--- src/hw/rtl/pcr_pkg.sv ---
// ----------------------------------------------------------------------------
// pcr_pkg
// Shared types and constants for the prime range counter.
// ----------------------------------------------------------------------------
package pcr_pkg;

    localparam int unsigned COUNT_W = 16;
    localparam logic [COUNT_W-1:0] COUNT_MAX = {COUNT_W{1'b1}};

    typedef struct packed {
        logic load;
        logic cand_next;
        logic div_init;
        logic div_start;
        logic div_step;
        logic div_adv;
        logic count_inc;
    } pcr_cmd_t;

    typedef struct packed {
        logic range_empty;
        logic cand_done;
        logic cand_small;
        logic sq_above;
        logic div_last;
        logic rem_zero;
    } pcr_status_t;

endpackage

--- src/hw/rtl/pcr_datapath.sv ---
// ----------------------------------------------------------------------------
// pcr_datapath
// Candidate walk, trial divisor with running square, bit-serial remainder
// unit and saturating prime counter.
// ----------------------------------------------------------------------------
module pcr_datapath #(
    parameter int unsigned VALUE_WIDTH = 16
) (
    input  logic                         clk,
    input  logic                         rst_n,
    input  pcr_pkg::pcr_cmd_t            cmd,
    input  logic [VALUE_WIDTH-1:0]       range_low,
    input  logic [VALUE_WIDTH-1:0]       range_high,
    output pcr_pkg::pcr_status_t         status,
    output logic [pcr_pkg::COUNT_W-1:0]  prime_count
);

    localparam int unsigned W     = VALUE_WIDTH;
    localparam int unsigned SQ_W  = W + 2;
    localparam int unsigned CNT_W = $clog2(W);

    logic [W-1:0]                lo_reg;
    logic [W-1:0]                hi_reg;
    logic [W:0]                  cand_reg;
    logic [W-1:0]                div_reg;
    logic [SQ_W-1:0]             sq_reg;
    logic [W-1:0]                rem_reg;
    logic [W-1:0]                rem_next;
    logic [W-1:0]                dvd_reg;
    logic [CNT_W-1:0]            bit_reg;
    logic [pcr_pkg::COUNT_W-1:0] count_reg;
    logic [W:0]                  trial;
    logic [W:0]                  trial_diff;

    // one restoring step of the remainder
    assign trial      = {rem_reg, dvd_reg[W-1]};
    assign trial_diff = trial - {1'b0, div_reg};
    assign rem_next   = (trial >= {1'b0, div_reg}) ? trial_diff[W-1:0] : trial[W-1:0];

    always_ff @(posedge clk or negedge rst_n)
    begin
        if (!rst_n)
        begin
            count_reg <= '0;
            cand_reg  <= '0;
            div_reg   <= '0;
            rem_reg   <= '0;
        end
        else
        begin
            if (cmd.load)
            begin
                count_reg <= '0;
                cand_reg  <= {1'b0, range_low};
            end
            else
            begin
                if (cmd.cand_next)
                begin
                    cand_reg <= cand_reg + 1'b1;
                end
                if (cmd.count_inc && (count_reg != pcr_pkg::COUNT_MAX))
                begin
                    count_reg <= count_reg + 1'b1;
                end
            end
            if (cmd.div_init)
            begin
                div_reg <= W'(2);
            end
            else if (cmd.div_adv)
            begin
                div_reg <= div_reg + 1'b1;
            end
            if (cmd.div_start)
            begin
                rem_reg <= '0;
            end
            else if (cmd.div_step)
            begin
                rem_reg <= rem_next;
            end
        end
    end

    always_ff @(posedge clk)
    begin
        if (cmd.load)
        begin
            lo_reg <= range_low;
            hi_reg <= range_high;
        end
        if (cmd.div_init)
        begin
            sq_reg <= SQ_W'(4);
        end
        else if (cmd.div_adv)
        begin
            sq_reg <= sq_reg + {1'b0, div_reg, 1'b1};
        end
        if (cmd.div_start)
        begin
            dvd_reg <= cand_reg[W-1:0];
            bit_reg <= '0;
        end
        else if (cmd.div_step)
        begin
            dvd_reg <= {dvd_reg[W-2:0], 1'b0};
            bit_reg <= bit_reg + 1'b1;
        end
    end

    assign status.range_empty = lo_reg > hi_reg;
    assign status.cand_done   = cand_reg > {1'b0, hi_reg};
    assign status.cand_small  = cand_reg < (W+1)'(2);
    assign status.sq_above    = sq_reg > {1'b0, cand_reg};
    assign status.div_last    = bit_reg == CNT_W'(W - 1);
    assign status.rem_zero    = rem_reg == '0;

    assign prime_count = count_reg;

endmodule

--- src/hw/rtl/pcr_ctrl.sv ---
// ----------------------------------------------------------------------------
// pcr_ctrl
// Sequencer: walks candidates, trial divisors and remainder steps.
// ----------------------------------------------------------------------------
module pcr_ctrl (
    input  logic                 clk,
    input  logic                 rst_n,
    input  logic                 start,
    input  pcr_pkg::pcr_status_t status,
    output pcr_pkg::pcr_cmd_t    cmd,
    output logic                 busy,
    output logic                 done
);

    typedef enum logic [2:0] {
        ST_IDLE,
        ST_SETUP,
        ST_CAND,
        ST_CHECK,
        ST_DIV,
        ST_JUDGE
    } state_t;

    state_t state_reg, state_next;
    logic   busy_reg, busy_next;
    logic   done_reg, done_next;

    always_comb
    begin
        state_next = state_reg;
        done_next  = 1'b0;
        cmd        = '0;
        unique case (state_reg)
            ST_IDLE:
            begin
                if (start)
                begin
                    cmd.load   = 1'b1;
                    state_next = ST_SETUP;
                end
            end
            ST_SETUP:
            begin
                if (status.range_empty)
                begin
                    done_next  = 1'b1;
                    state_next = ST_IDLE;
                end
                else
                begin
                    state_next = ST_CAND;
                end
            end
            ST_CAND:
            begin
                priority if (status.cand_done)
                begin
                    done_next  = 1'b1;
                    state_next = ST_IDLE;
                end
                else if (status.cand_small)
                begin
                    cmd.cand_next = 1'b1;
                end
                else
                begin
                    cmd.div_init = 1'b1;
                    state_next   = ST_CHECK;
                end
            end
            ST_CHECK:
            begin
                if (status.sq_above)
                begin
                    cmd.count_inc = 1'b1;
                    cmd.cand_next = 1'b1;
                    state_next    = ST_CAND;
                end
                else
                begin
                    cmd.div_start = 1'b1;
                    state_next    = ST_DIV;
                end
            end
            ST_DIV:
            begin
                cmd.div_step = 1'b1;
                if (status.div_last)
                begin
                    state_next = ST_JUDGE;
                end
            end
            ST_JUDGE:
            begin
                if (status.rem_zero)
                begin
                    cmd.cand_next = 1'b1;
                    state_next    = ST_CAND;
                end
                else
                begin
                    cmd.div_adv = 1'b1;
                    state_next  = ST_CHECK;
                end
            end
            default:
            begin
                state_next = ST_IDLE;
            end
        endcase
        busy_next = state_next != ST_IDLE;
    end

    always_ff @(posedge clk or negedge rst_n)
    begin
        if (!rst_n)
        begin
            state_reg <= ST_IDLE;
            busy_reg  <= 1'b0;
            done_reg  <= 1'b0;
        end
        else
        begin
            state_reg <= state_next;
            busy_reg  <= busy_next;
            done_reg  <= done_next;
        end
    end

    assign busy = busy_reg;
    assign done = done_reg;

    a_busy_tracks_state: assert property (@(posedge clk) disable iff (!rst_n)
        busy_reg == (state_reg != ST_IDLE))
        else $error("busy flag out of step with state");

    a_done_ends_work: assert property (@(posedge clk) disable iff (!rst_n)
        done_reg |-> ($past(busy_reg) && !busy_reg))
        else $error("done without a finished request");

    a_start_takes: assert property (@(posedge clk) disable iff (!rst_n)
        (start && !busy_reg) |=> (busy_reg && !done_reg))
        else $error("accepted word did not start work");

    a_div_leaves: assert property (@(posedge clk) disable iff (!rst_n)
        (state_reg == ST_DIV && status.div_last) |=> (state_reg == ST_JUDGE))
        else $error("remainder unit overran");

endmodule

--- src/hw/rtl/prime_count_in_range.sv ---
// ----------------------------------------------------------------------------
// prime_count_in_range
// Counts the primes in an inclusive range by trial division.
// ----------------------------------------------------------------------------
// A word (range_low, range_high) is taken on a clock edge with start high and
// busy low. busy rises on the next cycle and stays high until the result.
// The result word prime_count is valid for the single cycle in which done is
// high; busy is already low then, so the next word may start in that cycle.
// The receiver cannot stall; prime_count holds until the next word starts.
// The time a word takes is data dependent: it grows with each candidate, and
// for every candidate of 2 or more with each divisor check and each trial
// divisor, where divisors run from 2 while d*d <= candidate and stop at the
// first exact one. The bit-serial remainder unit works one quotient bit per
// cycle. An empty range (low above high) returns 0.
// Reset clears the sequencer and count; the block comes up idle.
// ----------------------------------------------------------------------------
module prime_count_in_range #(
    parameter int unsigned VALUE_WIDTH = 16
) (
    input  logic                         clk,
    input  logic                         rst_n,
    input  logic                         start,
    output logic                         busy,
    input  logic [VALUE_WIDTH-1:0]       range_low,
    input  logic [VALUE_WIDTH-1:0]       range_high,
    output logic                         done,
    output logic [pcr_pkg::COUNT_W-1:0]  prime_count
);

    pcr_pkg::pcr_cmd_t    cmd;
    pcr_pkg::pcr_status_t status;

    pcr_ctrl u_ctrl (
        .clk    (clk),
        .rst_n  (rst_n),
        .start  (start),
        .status (status),
        .cmd    (cmd),
        .busy   (busy),
        .done   (done)
    );

    pcr_datapath #(
        .VALUE_WIDTH (VALUE_WIDTH)
    ) u_datapath (
        .clk         (clk),
        .rst_n       (rst_n),
        .cmd         (cmd),
        .range_low   (range_low),
        .range_high  (range_high),
        .status      (status),
        .prime_count (prime_count)
    );

endmodule

--- config.mk ---
export PLATFORM = sky130hd
export DESIGN_NAME = prime_count_in_range
export DESIGN_NICKNAME = d
export VERILOG_FILES = /design/src/hw/rtl/pcr_pkg.sv /design/src/hw/rtl/pcr_datapath.sv /design/src/hw/rtl/pcr_ctrl.sv /design/src/hw/rtl/prime_count_in_range.sv
export SDC_FILE = /design/constraint.sdc
export NUM_CORES = 1
export LEC_CHECK = 0
export BUFFER_PORTS_ARGS = -buffer_cell sky130_fd_sc_hd__buf_4
export CORE_ASPECT_RATIO = 1.4
export CORE_UTILIZATION = 62
export CTS_CLUSTER_SIZE = 24
export DETAILED_ROUTE_END_ITERATION = 7
export PLACE_DENSITY = 0.77
export REMOVE_ABC_BUFFERS = 1
export SLEW_MARGIN = 20
export SYNTH_ARGS = -nofsm -noshare
export SYNTH_HDL_FRONTEND = slang
export SYNTH_SLANG_ARGS = --single-unit
--- constraint.sdc ---
create_clock -name clk -period 4.15 [get_ports clk]
set_clock_uncertainty 0.15 [all_clocks]
set_input_delay 0.415 -clock clk [delete_from_list [all_inputs] [get_ports clk]]
set_output_delay 0.415 -clock clk [all_outputs]
set_load 0.005 [all_outputs]
==> parameters.txt <==
Parameter                              Value

Outcome
  Result of the run ... finished, violations left
  Failing checks ... hold timing

Setup path
  Kind of launch point of the worst setup path ... flip-flop
  Top cell by count, worst path ... sky130_fd_sc_hd__o21a_1
  Ordered cell list for the critical path ... inv_1 > ha_1 > nor2b_1 > o21a_1 > o21a_1 > o31a_1 > o2111ai_2 > nand4_1 > o311a_1 > mux2_1 > o22ai_1
  Reg-to-reg endpoint ... u_datapath.rem_reg[0]
  Req. time, crit path ... between 4 and 5 ns
  Slowest cell on the critical path ... sky130_fd_sc_hd__o311a_1
  Critical Path End ... u_datapath.rem_reg[0]
  Critical Path Max Stage Delay ... 0.89 ns
  Reg2Reg Setup Slack ... 0.71 ns
  Path type of the worst setup path ... reg -> reg
  Kind of end point of the critical path ... flip-flop
  Arr. time, crit path ... between 3 and 4 ns
  Startpoint of the worst-slack reg-to-reg timing path ... u_datapath.div_reg[1]
  Register-to-Register Path Depth ... 11
  Crit path from ... u_datapath.div_reg[1]
  Crit path max fanout ... 18

GRT
  Largest net degree at the start of global routing ... 71
  Met1 GRT Util ... around 34%
  Wire length of the first global-routing pass ... 34.8 mm
  Overall global routing resource usage ... 31.7%
  Overflow left after global routing ... 0
  Antenna violations before repair ... 0
  Via count of the first global-routing pass ... ~7300
  Most used routing layer ... met2
  Met3 usage ... 7.09%
  Global routing met2 resource utilization ... 56.8%

Floorplanning
  Standard-cell row count ... 50
  Die span in y ... 142 µm
  Die boundary width ... 102 µm
  Top-Level Pins ... 53
  Die area ... 14400 µm²
  Standard cell core area ... 13500 µm²
  Initial core utilization ... ~64%

Route
  DR DRC count ... 0
  DR vias ... between 7000 and 8000
  DR WL/cell ... 18.4 µm
  Final Routed Wirelength ... 21.4 mm
  Detailed-routing iteration count for the pre-antenna-repair pass ... 5
  Drt first-iter violations ... 344
  Count of nets left with antenna violations after detail routing ... 0
  Avg Vias per Cell ... approximately 6.1

Finish
  Final Instance Count excl. Fillers ... 1164
  Largest register FFs ... 18
  Area growth from synthesis to layout ... 15.8%
  # nets final ... roughly 1100
  Diodes inserted ... 0
  Final-layout fill cell count ... between 900 and 1000
  Fraction of layout instances using a drive strength above 1 ... around 12%
  Post-route standard cell area excluding fillers ... roughly 10000 µm²

Flow run
  MaxCap Viol Count ... 0

Yosys
  Cell area after synthesis ... 8620 µm²
  Top_reg_cell synth ... sky130_fd_sc_hd__dfrtp_1
  Number of synthesized register bits ... 140
  Main area contributors after synthesis ... sky130_fd_sc_hd__dfrtp_1, sky130_fd_sc_hd__edfxtp_1, sky130_fd_sc_hd__ha_1
  Instance count of the mapped netlist ... 902
  Part of the Yosys area used for sequential elements ... roughly 42%
  Area share of the leading cell type in the synthesized netlist ... 20.3%
  Number of enable-type register cells in the synthesized netlist ... 48
  Top cell type by total area after synthesis ... sky130_fd_sc_hd__dfrtp_1
  Count of distinct cell types in the synthesized netlist ... 64
  Mean instance size in the synthesized netlist ... 9.56 µm²
  Synth async-reset ratio ... 50.0%
  YS warnings ... 0

Timing
  Achievable clock frequency ... about 290 MHz
  Post-layout minimum cycle time ... 3.44 ns
  Number of pins with negative max-slew slack in the final report ... 0
  Worst setup slack after layout ... 0.705 ns
  Number of setup violations in the final report ... 0
  Actual slew at the worst max-slew pin ... 1.06 ns
  Final cycle utilization of the critical path ... 83.0%
  Min Hold Slack ... -0.0286 ns
  Setup repair after global routing missed its margin ... false
  Max-Slew Margin vs Limit ... approximately 29%
  Hold violation count in the final report ... 61

Place
  Post-placement setup slack ... 0.783 ns
  Routability cong. ... 0.939
  Port-buffer cells ... 52
  DP Area ... 9200 µm²
  # placed instances ... 1118
  Final HPWL DP ... 15.5 mm

CTS
  Number of clock sinks ... 140
  H-Tree Level Count ... 4
  Post-CTS clock slew at the launch and capture registers of the worst setup and hold paths ... 0.06 ns
  CTS Buffer Depth ... 2
  Cell at the root of the clock tree ... sky130_fd_sc_hd__clkbuf_16
  Post-CTS setup buffers ... 0
  Clock tree from TritonCTS ... built
  Later-pin clock latency in the skew report ... 0.43 ns
  Quantity of gates resized following cts ... 0
  CTS buffer count ... 17
  Hold_buf cts ... 1

Power and ir drop
  Final total power ... between 0.006 and 0.007 W
  P_leak ... 4.43 nW
  Power per unit of standard cell area ... between 600 and 700 nW/µm²
  Worst vdd ir ... 0.000671 V

Hold path
  Type of the most critical hold path ... in -> async
-- stage by stage --
stage	util, %	setup TNS, ns
detailed placement	68.4	0
finish	74.2	0
global placement	68.4	0
CTS	73.3	0
global route	74.2	0
floorplan	-	-261.86
-- power by group --
part | internal, W | switching [W]
registers | 0.00184 | 0.000369
logic | 0.00131 | 0.00180
clock network | 0.00105 | 0.000593
total | 0.00420 | 0.00276
-- worst max-delay path, delay by kind of cell, from the launching register on --
family,cells,cell delay (ns)
buf+inv,1,0.08
compound gates,6,1.74
fa+ha+maj,1,0.29
flops,1,0.46
mux,1,0.39
simple gates,2,0.25
-- cells by family after synthesis --
| group | Yosys count | share of synthesized area (%) |
|---|---|---|
| AO/OA/AOI/OAI | 176 | 12.8 |
| flip-flops | 140 | 42.1 |
| adder cells (fa/ha/maj) | 87 | 12.8 |
| AND/OR/NAND/NOR | 313 | 17.9 |
| buffers and inverters | 91 | 4.06 |
| multiplexers | 32 | 3.95 |
| XOR/XNOR | 63 | 6.40 |
-- per-layer routing --
metal,up-vias,part of all wire [%]
li1,3377,-
met1,3474,38
met3,67,4.0
met2,224,53
met4,0,4.6
met5,-,0
-- worst min path at each step --
stage | startpoint | to | cells after the start
detailed placement | u_datapath.sq_reg[12] | u_datapath.sq_reg[12] | 2
CTS | range_high[11] | u_datapath.hi_reg[11] | 1
finish | rst_n | u_datapath.rem_reg[10] | 1
floorplan | rst_n | u_ctrl.busy | 0
global route | range_high[6] | u_datapath.hi_reg[6] | 1
global placement | u_datapath.bit_reg[1] | u_datapath.bit_reg[1] | 2
-- cell usage in the layout (no fill, tap or decap), drive strengths merged, types with 14 or more instances in the layout --
cell	netlist	layout
nand3	26	26
xnor2	42	42
buf	5	58
mux2	16	16
nand2	91	91
nor3	18	18
o21ai	55	55
edfxtp	48	48
nor2	79	79
nor4	14	14
clkbuf	19	23
a21oi	53	53
dfxtp	22	22
a21o	14	14
dlygate4sd3	0	14
ha	85	85
nand4	28	28
xor2	21	21
dfrtp	70	70
inv	67	67
mux2i	16	16
-- cell type report --
type                    instances  area, µm²  area share (%)
multi-input cells             671       4650            46.6
flip-flops and latches        140       3630            36.4
repair buffers                 72        576            5.77
clock buffers                  23        510            5.11
inverters                      67        251            2.52
well taps                     182        228            2.28
clock inverters                 9        131            1.32
-- synthesized netlist by cell type, drive strengths merged, types with 14 or more instances --
cell	n
ha	85
xnor2	42
nor4	14
mux2	16
xor2	21
inv	67
nand3	26
nand4	28
o21ai	55
edfxtp	48
nor3	18
clkbuf	19
a21oi	53
nor2	79
dfrtp	70
nand2	91
a21o	14
dfxtp	22
mux2i	16
Power figures use the tool's default switching activity.
